### src/rtl/core/cif_pkg.sv
// shared types and constants for the choquet integral fusion core
`timescale 1ns / 1ps
`default_nettype none
package cif_pkg;

  // q value and weight widths
  localparam int unsigned Q_W      = 32;
  localparam int unsigned WGT_W    = 16;
  localparam int unsigned CNT_OUT_W = 7;

  // fuzzy measure arithmetic, sized for the largest agent count (64)
  localparam int unsigned SUM_W    = 22;   // running weight sum
  localparam int unsigned NUM_W    = 28;   // rank weighted numerator
  localparam int unsigned DEN_W    = 12;   // rank weight total, up to 2080
  localparam int unsigned MU_W     = 17;   // measure in q0.16, 1.0 included
  localparam int unsigned DIFF_W   = Q_W + 1;
  localparam int unsigned PROD_W   = DIFF_W + MU_W + 1;
  localparam int unsigned ACC_W    = 64;

  localparam logic [MU_W-1:0] MU_ONE = MU_W'(65536);

  typedef enum logic [3:0] {
    ST_IDLE,
    ST_RANK_RD,
    ST_RANK_CMP,
    ST_RANK_WR,
    ST_SUM_RD,
    ST_SUM_ACC,
    ST_DIV_GO,
    ST_DIV_WAIT,
    ST_MUL,
    ST_ACC,
    ST_FINISH
  } cif_state_e;

endpackage
`default_nettype wire

### src/rtl/core/cif_divider.sv
// restoring divider, one quotient bit per cycle
`timescale 1ns / 1ps
`default_nettype none
module cif_divider
  import cif_pkg::*;
(
  input  wire logic             clk_i,
  input  wire logic             rst_ni,
  input  wire logic             start_i,
  input  wire logic [NUM_W-1:0] dividend_i,
  input  wire logic [DEN_W-1:0] divisor_i,
  output logic                  done_o,
  output logic [NUM_W-1:0]      quotient_o
);

  localparam int unsigned IW = $clog2(NUM_W);

  logic              busy_q, done_q;
  logic [IW-1:0]     cnt_q;
  logic [NUM_W-1:0]  quo_q, quo_d;
  logic [DEN_W-1:0]  rem_q, rem_d, dvs_q;
  logic [DEN_W:0]    trial, diff;
  logic              ge;

  // one shift and subtract step
  always_comb begin
    trial = {rem_q, quo_q[NUM_W-1]};
    ge    = trial >= {1'b0, dvs_q};
    diff  = trial - {1'b0, dvs_q};
    rem_d = ge ? diff[DEN_W-1:0] : trial[DEN_W-1:0];
    quo_d = {quo_q[NUM_W-2:0], ge};
  end

  // control
  always_ff @(posedge clk_i or negedge rst_ni) begin
    if (!rst_ni) begin
      busy_q <= 1'b0;
      done_q <= 1'b0;
      cnt_q  <= '0;
    end else begin
      done_q <= 1'b0;
      if (start_i) begin
        busy_q <= 1'b1;
        cnt_q  <= '0;
      end else if (busy_q) begin
        cnt_q <= cnt_q + IW'(1);
        if (cnt_q == IW'(NUM_W - 1)) begin
          busy_q <= 1'b0;
          done_q <= 1'b1;
        end
      end
    end
  end

  // datapath
  always_ff @(posedge clk_i) begin
    if (start_i) begin
      quo_q <= dividend_i;
      rem_q <= '0;
      dvs_q <= divisor_i;
    end else if (busy_q) begin
      quo_q <= quo_d;
      rem_q <= rem_d;
    end
  end

  assign done_o     = done_q;
  assign quotient_o = quo_q;

endmodule
`default_nettype wire

### src/rtl/core/choquet_integral_fusion_core.sv
// top level of the choquet integral fusion core
`timescale 1ns / 1ps
`default_nettype none
// Agents stream in one request per cycle as (q value, weight) pairs; the request with
// tlast closes the cell. The core then ranks the n held agents by weight with one
// comparator, pair by pair, and walks the sorted list from the top position down,
// forming each measure with a shared restoring divider (28 steps) and one 33x18
// multiplier; the bottom position skips the divider. s_axis_tready is low from the
// last request until the final hand-off to the output register. The result sits in
// an output register, so loading of the next cell starts while it waits.
module choquet_integral_fusion_core
  import cif_pkg::*;
#(
  parameter int unsigned MAX_AGENTS = 16
) (
  input  wire logic        clk_i,
  input  wire logic        rst_ni,
  input  wire logic        s_axis_tvalid,
  output logic             s_axis_tready,
  input  wire logic [47:0] s_axis_tdata,   // q_value[31:0], ref_weight[47:32]
  input  wire logic        s_axis_tlast,   // last_agent
  output logic             m_axis_tvalid,
  input  wire logic        m_axis_tready,
  output logic [39:0]      m_axis_tdata    // fused_value[31:0], agent_count[38:32],
                                           // overflow[39]
);

  localparam int unsigned AW = (MAX_AGENTS > 1) ? $clog2(MAX_AGENTS) : 1;
  localparam int unsigned CW = $clog2(MAX_AGENTS + 1);

  cif_state_e state_q, state_d;

  logic [Q_W-1:0]   q_mem  [MAX_AGENTS];
  logic [WGT_W-1:0] w_mem  [MAX_AGENTS];
  logic [Q_W-1:0]   sq_mem [MAX_AGENTS];
  logic [WGT_W-1:0] sw_mem [MAX_AGENTS];

  logic [CW-1:0] cnt_q, n_q;
  logic          excess_q, exc_cell_q;
  logic [AW-1:0] a_q, b_q, rank_q, p_q;

  logic [WGT_W-1:0] wa_q, wb_q, sw_rd_q;
  logic [Q_W-1:0]   qa_q, sq_rd_q, sq_prev_q;

  logic [SUM_W-1:0]  s_q;
  logic [NUM_W-1:0]  num_q;
  logic [DEN_W-1:0]  den_q;
  logic [MU_W-1:0]   mu_q;
  logic signed [DIFF_W-1:0] diff_q;
  logic signed [PROD_W-1:0] prod_q;
  logic signed [ACC_W-1:0]  acc_q;

  logic [Q_W-1:0]       out_val_q;
  logic [CNT_OUT_W-1:0] out_cnt_q;
  logic                 out_ovf_q, out_vld_q;

  logic in_acc, load_ok, b_last, a_last, rank_hit, out_free;
  logic div_start, div_done;
  logic [NUM_W-1:0] div_quo, dividend;
  logic [CNT_OUT_W-1:0] m_cnt;
  logic [2*CNT_OUT_W-1:0] tri_prod;
  logic signed [ACC_W-1:0] rnd, res;
  logic sat;

  assign in_acc   = s_axis_tvalid && s_axis_tready;
  assign load_ok  = cnt_q < CW'(MAX_AGENTS);
  assign b_last   = (CW'(b_q) + CW'(1)) == n_q;
  assign a_last   = (CW'(a_q) + CW'(1)) == n_q;
  assign rank_hit = (wb_q < wa_q) || ((wb_q == wa_q) && (b_q < a_q));
  assign out_free = !out_vld_q || m_axis_tready;
  assign dividend = num_q + NUM_W'(den_q >> 1);

  // positions from the current one to the top, and their rank weight total
  assign m_cnt    = CNT_OUT_W'(n_q) - CNT_OUT_W'(p_q);
  assign tri_prod = m_cnt * (m_cnt + CNT_OUT_W'(1));

  // final rounding and saturation
  always_comb begin
    rnd = acc_q + ACC_W'(32768);
    res = rnd >>> 16;
    sat = !((&res[ACC_W-1:Q_W-1]) || !(|res[ACC_W-1:Q_W-1]));
  end

  // next state
  always_comb begin
    state_d = state_q;
    case (state_q)
      ST_IDLE:     if (in_acc && s_axis_tlast) state_d = ST_RANK_RD;
      ST_RANK_RD:  state_d = ST_RANK_CMP;
      ST_RANK_CMP: state_d = b_last ? ST_RANK_WR : ST_RANK_RD;
      ST_RANK_WR:  state_d = a_last ? ST_SUM_RD : ST_RANK_RD;
      ST_SUM_RD:   state_d = ST_SUM_ACC;
      ST_SUM_ACC:  state_d = (p_q == '0) ? ST_MUL : ST_DIV_GO;
      ST_DIV_GO:   state_d = ST_DIV_WAIT;
      ST_DIV_WAIT: if (div_done) state_d = ST_MUL;
      ST_MUL:      state_d = ST_ACC;
      ST_ACC:      state_d = (p_q == '0) ? ST_FINISH : ST_SUM_RD;
      ST_FINISH:   if (out_free) state_d = ST_IDLE;
      default:     state_d = ST_IDLE;
    endcase
  end

  // outputs of the sequencer
  always_comb begin
    s_axis_tready = 1'b0;
    div_start     = 1'b0;
    case (state_q)
      ST_IDLE:   s_axis_tready = 1'b1;
      ST_DIV_GO: div_start     = 1'b1;
      default:   ;
    endcase
  end

  // control registers
  always_ff @(posedge clk_i or negedge rst_ni) begin
    if (!rst_ni) begin
      state_q    <= ST_IDLE;
      cnt_q      <= '0;
      n_q        <= '0;
      excess_q   <= 1'b0;
      exc_cell_q <= 1'b0;
      a_q        <= '0;
      b_q        <= '0;
      rank_q     <= '0;
      p_q        <= '0;
      out_vld_q  <= 1'b0;
    end else begin
      state_q <= state_d;
      // result valid: set on hand-off, cleared when taken
      if ((state_q == ST_FINISH) && out_free) begin
        out_vld_q <= 1'b1;
      end else if (m_axis_tready) begin
        out_vld_q <= 1'b0;
      end
      case (state_q)
        ST_IDLE: begin
          if (in_acc) begin
            if (s_axis_tlast) begin
              n_q        <= load_ok ? cnt_q + CW'(1) : cnt_q;
              exc_cell_q <= excess_q || !load_ok;
              cnt_q      <= '0;
              excess_q   <= 1'b0;
              a_q        <= '0;
              b_q        <= '0;
              rank_q     <= '0;
            end else if (load_ok) begin
              cnt_q <= cnt_q + CW'(1);
            end else begin
              excess_q <= 1'b1;
            end
          end
        end
        ST_RANK_CMP: begin
          if (rank_hit) rank_q <= rank_q + AW'(1);
          b_q <= b_last ? '0 : b_q + AW'(1);
        end
        ST_RANK_WR: begin
          rank_q <= '0;
          a_q    <= a_q + AW'(1);
          if (a_last) p_q <= AW'(n_q - CW'(1));
        end
        ST_ACC: if (p_q != '0) p_q <= p_q - AW'(1);
        default: ;
      endcase
    end
  end

  // agent buffers, written on load, read for ranking
  always_ff @(posedge clk_i) begin
    if (in_acc && load_ok) begin
      q_mem[cnt_q[AW-1:0]] <= s_axis_tdata[31:0];
      w_mem[cnt_q[AW-1:0]] <= s_axis_tdata[47:32];
    end
    wa_q <= w_mem[a_q];
    qa_q <= q_mem[a_q];
    wb_q <= w_mem[b_q];
  end

  // sorted buffers, written by rank, read by position
  always_ff @(posedge clk_i) begin
    if (state_q == ST_RANK_WR) begin
      sw_mem[rank_q] <= wa_q;
      sq_mem[rank_q] <= qa_q;
    end
    sw_rd_q   <= sw_mem[p_q];
    sq_rd_q   <= sq_mem[p_q];
    sq_prev_q <= sq_mem[p_q - AW'(1)];
  end

  // measure and accumulation datapath
  always_ff @(posedge clk_i) begin
    case (state_q)
      ST_RANK_WR: begin
        s_q   <= '0;
        num_q <= '0;
        acc_q <= '0;
      end
      ST_SUM_RD: den_q <= DEN_W'(tri_prod >> 1);
      ST_SUM_ACC: begin
        s_q    <= s_q + SUM_W'(sw_rd_q);
        num_q  <= num_q + NUM_W'(s_q) + NUM_W'(sw_rd_q);
        diff_q <= $signed({sq_rd_q[Q_W-1], sq_rd_q}) -
                  ((p_q == '0) ? '0 : $signed({sq_prev_q[Q_W-1], sq_prev_q}));
        mu_q   <= MU_ONE;
      end
      ST_DIV_WAIT: if (div_done) mu_q <= div_quo[MU_W-1:0];
      ST_MUL: prod_q <= diff_q * $signed({1'b0, mu_q});
      ST_ACC: acc_q <= acc_q + {{(ACC_W-PROD_W){prod_q[PROD_W-1]}}, prod_q};
      ST_FINISH: begin
        if (out_free) begin
          out_val_q <= sat ? (res[ACC_W-1] ? 32'h8000_0000 : 32'h7FFF_FFFF)
                           : res[Q_W-1:0];
          out_cnt_q <= CNT_OUT_W'(n_q);
          out_ovf_q <= sat || exc_cell_q;
        end
      end
      default: ;
    endcase
  end

  cif_divider u_div (
    .clk_i      (clk_i),
    .rst_ni     (rst_ni),
    .start_i    (div_start),
    .dividend_i (dividend),
    .divisor_i  (den_q),
    .done_o     (div_done),
    .quotient_o (div_quo)
  );

  assign m_axis_tvalid = out_vld_q;
  assign m_axis_tdata  = {out_ovf_q, out_cnt_q, out_val_q};

`ifndef SYNTHESIS
  // a result always carries at least one agent
  assert property (@(posedge clk_i) disable iff (!rst_ni)
    m_axis_tvalid |-> (m_axis_tdata[38:32] != '0))
    else $error("result with no agents");

  // the divider finishes only while the sequencer waits for it
  assert property (@(posedge clk_i) disable iff (!rst_ni)
    div_done |-> (state_q == ST_DIV_WAIT))
    else $error("divider done outside wait");

  // the fill count never passes the buffer depth
  assert property (@(posedge clk_i) disable iff (!rst_ni)
    cnt_q <= CW'(MAX_AGENTS))
    else $error("fill count beyond depth");
`endif

endmodule
`default_nettype wire

### config.mk
export PLATFORM = sky130hd
export DESIGN_NAME = choquet_integral_fusion_core
export DESIGN_NICKNAME = d
export VERILOG_FILES = /design/src/rtl/core/cif_pkg.sv /design/src/rtl/core/cif_divider.sv /design/src/rtl/core/choquet_integral_fusion_core.sv
export SDC_FILE = /design/constraint.sdc
export NUM_CORES = 2
export LEC_CHECK = 0
export ABC_AREA = 1
export BUFFER_PORTS_ARGS = -buffer_cell sky130_fd_sc_hd__buf_4
export CORE_MARGIN = 2
export CORE_UTILIZATION = 65
export DETAILED_ROUTE_END_ITERATION = 16
export HOLD_SLACK_MARGIN = 0.06
export PLACE_DENSITY = 0.82
export SKIP_LAST_GASP = 1
export SYNTH_ARGS = -nofsm -noshare
export SYNTH_HDL_FRONTEND = slang
export SYNTH_SLANG_ARGS = --single-unit
### constraint.sdc
create_clock -name clk_i -period 6.4 [get_ports clk_i]
set_input_delay 0.64 -clock clk_i [delete_from_list [all_inputs] [get_ports clk_i]]
set_output_delay 0.64 -clock clk_i [all_outputs]
set_load 0.02 [all_outputs]
==> metrics.md <==
| Metric | Value |
|---|---|
| DR iter-0 viols | 12800 |
| Result of the run | finished clean |
| Worst Setup End Kind | flop |
| TritonCTS clock tree | yes |
| Synth Cell Area | approximately 0.12 mm2 |
| Rows | about 160 |
| Simple-gate portion of the synthesized area | between 10 and 15% |
| Min Tclk post-route | about 6.3 ns |
| Max-slew violations | 0 |
| Lkg Pwr | ~53 nW |
| Largest delay share family, worst path | adder cells |
| Area grow syn2layout | 9.74% |
| Wirelength per Cell | 24.0 um |
| WP depth | 25 |
| Headroom to the max-slew limit | approximately 16% |
| Die H | ~430 um |
| CP Class | flop to flop |
| Worst IR Drop VDD | ~0.27 mV |
| Via count | around 92000 |
| Initial antenna violation count | 20 |
| DRC | 0 |
| Drt first pass iters | 9 |
| Vias/cell | 6.43 |
| Synth Area in Compound Gates | roughly an eighth |
| GRT Overall Usage | approximately 38% |
| Yosys reg bits | approximately 2000 |
| Setup Viol. Count Final | 0 |
| Die Width | 427 um |
| Max Cap Violations | 0 |
| Placed Area | roughly 0.12 mm2 |
| Htree depth | 4 |
| Crit path buffers/inverters | 10 |
| Largest cells by area after synthesis | edfxtp_1 (47%), fa_1 (10%), nand2_1 (7.7%) |
| Max incr delay on CP | 0.50 ns |
| Tcrit/Tclk final | ~98% |
| FFs w/ async S/R, synth | slightly below 2% |
| Clock Path Buffers | 3 |
| Cell taking the most area after synthesis | edfxtp_1 |
| Core box area | approximately 0.18 mm2 |
| Share of the synthesized area in the top cell type | around 47% |
| XOR/XNOR share of the synthesized area | around 1.2% |
| CP required | roughly 7.1 ns |
| Inserted Clock Buffers | just over 200 |
| Post-synth EDFFs | around 1800 |
| Gr ovfl total | 0 |
| Final Cell Area | about 0.13 mm2 |
| Synth cell types | 60 |
| Post-synthesis mux area share | 0% |
| CP max stage cell | fa_1 |
| Worst Skew | between 0.08 and 0.09 ns |
| Worst-path fanout max | 11 |
| Port Buffer Count | 92 |
| Adder and majority gate portion of the synthesized area | roughly 14% |
| Layout cells sized above 1 | approximately 6.5% |
| Actual slew at the worst max-slew pin | about 1.3 ns |
| Final ANT Viol Nets | 0 |
| WHS | between 0.2 and 0.25 ns |
| Setup TNS Final | 0 ns |
| Die ar. | ~0.18 mm2 |
| Post-Syn Instances | between 10000 and 15000 |
| Hold Fails Final Rpt | 0 |
| Routed WL | between 300000 and 400000 um |
| Highest Clock Rate | 0.160 GHz |
| Largest family of logic cells by synthesized area | adder cells |
| Pin count of the biggest net entering global routing | 230 |
| Post-DP HPWL | ~210000 um |
| Pwr dens | ~210 mW/mm2 |
| Total Nets Final | 12800 |
| Final Util | 71.8% |
| Ys flop type | edfxtp_1 |
| Arrival time worst endpoint | ~6.9 ns |
| Post-synthesis sequential area ratio | ~50% |
| Io pins | 95 |
| Initial Utilization | roughly two thirds |
| First-pass GRT wire length | roughly 520000 um |
| Clk Latency, worst-skew pair | 0.89 ns |
| Mapped Avg Cell Area | around 9.8 um2 |
| Vias in the first global route | slightly above 90000 |
| Design Power | 27.0 mW |
| GP Congestion | roughly 1 |
| YS warnings | 0 |
| Reg clk slew, reported paths | approximately 0.06 ns |
| Worst Hold Depth | 4 |
| Root buffer cell | clkbuf_16 |
| Most frequent CP cell | inv_1 |
| Clock sinks | approximately 2000 |
| Tightest Hold Check Type | input port to flop |
| Worst R2R Path Depth | 25 |
| CP Launch Type | flop |
## report_power, final
group | internal, mW | switching [mW] | total [mW]
clock network | 7.18 | 5.34 | 12.5
logic | 0.0421 | 0.0783 | 0.121
registers | 14.4 | 0.0000000000000000150 | 14.4
## layer usage
metal / vias to the layer above / GRT usage [%] / wire length [um] / share of wire [%]
met2: 6730 / 61.6 / 164000 / 48
met1: 43900 / 46.3 / 119000 / 35
li1: 40200 / - / - / -
met5: - / 0 / 157 / 0.045
met3: 1537 / 7.43 / 38500 / 11
met4: 24 / 22.3 / 23100 / 6.7
## flip-flops by register name, indices dropped and copies added, names as in the netlist, 12 cells and up
| register | count |
|---|---|
| sq_rd_q | 32 |
| sq_mem | 512 |
| num_q | 28 |
| mu_q | 17 |
| wb_q | 16 |
| wa_q | 16 |
| sq_prev_q | 32 |
| sw_rd_q | 16 |
| sw_mem | 256 |
| qa_q | 32 |
| s_q | 22 |
| u_div.quotient_o | 28 |
| w_mem | 256 |
| den_q | 12 |
| q_mem | 512 |
| prod_q | 51 |
| diff_q | 33 |
| acc_q | 64 |
| out_val_q | 32 |
| u_div.rem_q | 12 |
| u_div.dvs_q | 12 |
## stage by stage
step / setup WS (ns) / instances
global placement: 0.0421 / 13900
global route: -0.0689 / 14400
floorplan: 0.541 / 11900
detailed placement: 0.0485 / 13900
CTS: 0.0265 / 14300
finish: 0.146 / 14400
## cells in the final DEF, fill, tap and decap left out, types with 24 or more instances in the layout
cell           Yosys  routed
o21a_1            37      37
dlygate4sd3_1      0      51
o211ai_1         191     191
clkinv_1           6      35
clkinv_2           1      42
nand3_1          406     404
nand2_1         2403    2399
a31oi_1          119     119
inv_1           1641    1634
clkbuf_1         499      45
ha_1             353     352
nor3_1            74      73
nand4_1           81      81
a21oi_1          754     753
a31o_2            34      34
a21o_1            24      24
clkbuf_16          0     205
o21ai_0          903     901
buf_4              4     274
o21bai_1          34      34
o221ai_1         169     169
o22ai_1           70      70
xnor2_1           64      64
dfxtp_1          156     156
fa_1             587     585
buf_12             0      35
xor2_1            94      93
bufinv_16          0      26
o2111ai_1         99      99
dfrtp_1           40      30
edfxtp_1        1841    1841
nor2_4             6      44
o31a_1            42      42
nor2_1           885     845
## final timing paths
| check | startpoint | end | slack, ns |
|---|---|---|---|
| max in group asynchronous | rst_ni | p_q[2] | 5.65 |
| max reg2reg | diff_q[22] | prod_q[44] | 0.15 |
| min reg2reg | den_q[0] | u_div.dvs_q[0] | 0.46 |
| min | s_axis_tlast | excess_q | 0.21 |
| max | diff_q[22] | prod_q[44] | 0.15 |
| min in group asynchronous | rst_ni | exc_cell_q | 0.29 |
## Yosys cell counts, types with 7 or more instances
master / count
a21oi_1: 754
o31a_1: 42
o31ai_1: 14
o2111ai_1: 99
a21boi_0: 13
nor4_1: 14
nor2_1: 885
clkbuf_1: 499
buf_2: 43
fa_1: 587
xnor2_1: 64
nor3_1: 74
o21ai_0: 903
o22ai_1: 70
nor2_2: 13
o21bai_1: 34
a31o_2: 34
o21a_1: 37
dfxtp_1: 156
nand4_1: 81
o211ai_1: 191
inv_2: 8
or2_2: 7
a31oi_1: 119
ha_1: 353
a21o_1: 24
o221ai_1: 169
nand2_1: 2403
buf_1: 53
inv_1: 1641
a211oi_1: 18
nand3b_1: 7
xor2_1: 94
edfxtp_1: 1841
nand3_1: 406
dfrtp_1: 40
## worst min-delay path, stage by stage
cell,delay (ns)
buf_4,0.11
inv_1,0.09
nor2_2,0.10
nor2_1,0.12
## repair_timing
action,4_1_cts,5_1_grt
buffers inserted,0,61
hold buffers,51,0
endpoints found under the setup margin,0,29
hold endpoints to repair,813,0
gates resized for setup,0,14
## cells by family after synthesis
group / Yosys count
AO/OA/AOI/OAI: 2549
flip-flops: 2037
AND/OR/NAND/NOR: 3915
buffers and inverters: 2261
other: 1
XOR/XNOR: 159
adder cells (fa/ha/maj): 940
## area by class of cell
type / count / area, um2
multi-input cells: 7565 / 48900
clock buffers: 266 / 5520
well taps: 2355 / 2950
inverters: 1656 / 6240
clock inverters: 120 / 1530
repair buffers: 362 / 3290
fillers: 12000 / 50300
diodes: 8 / 20.0
flip-flops and latches: 2037 / 59400
Note: power is estimated with default switching activity, not from simulation.
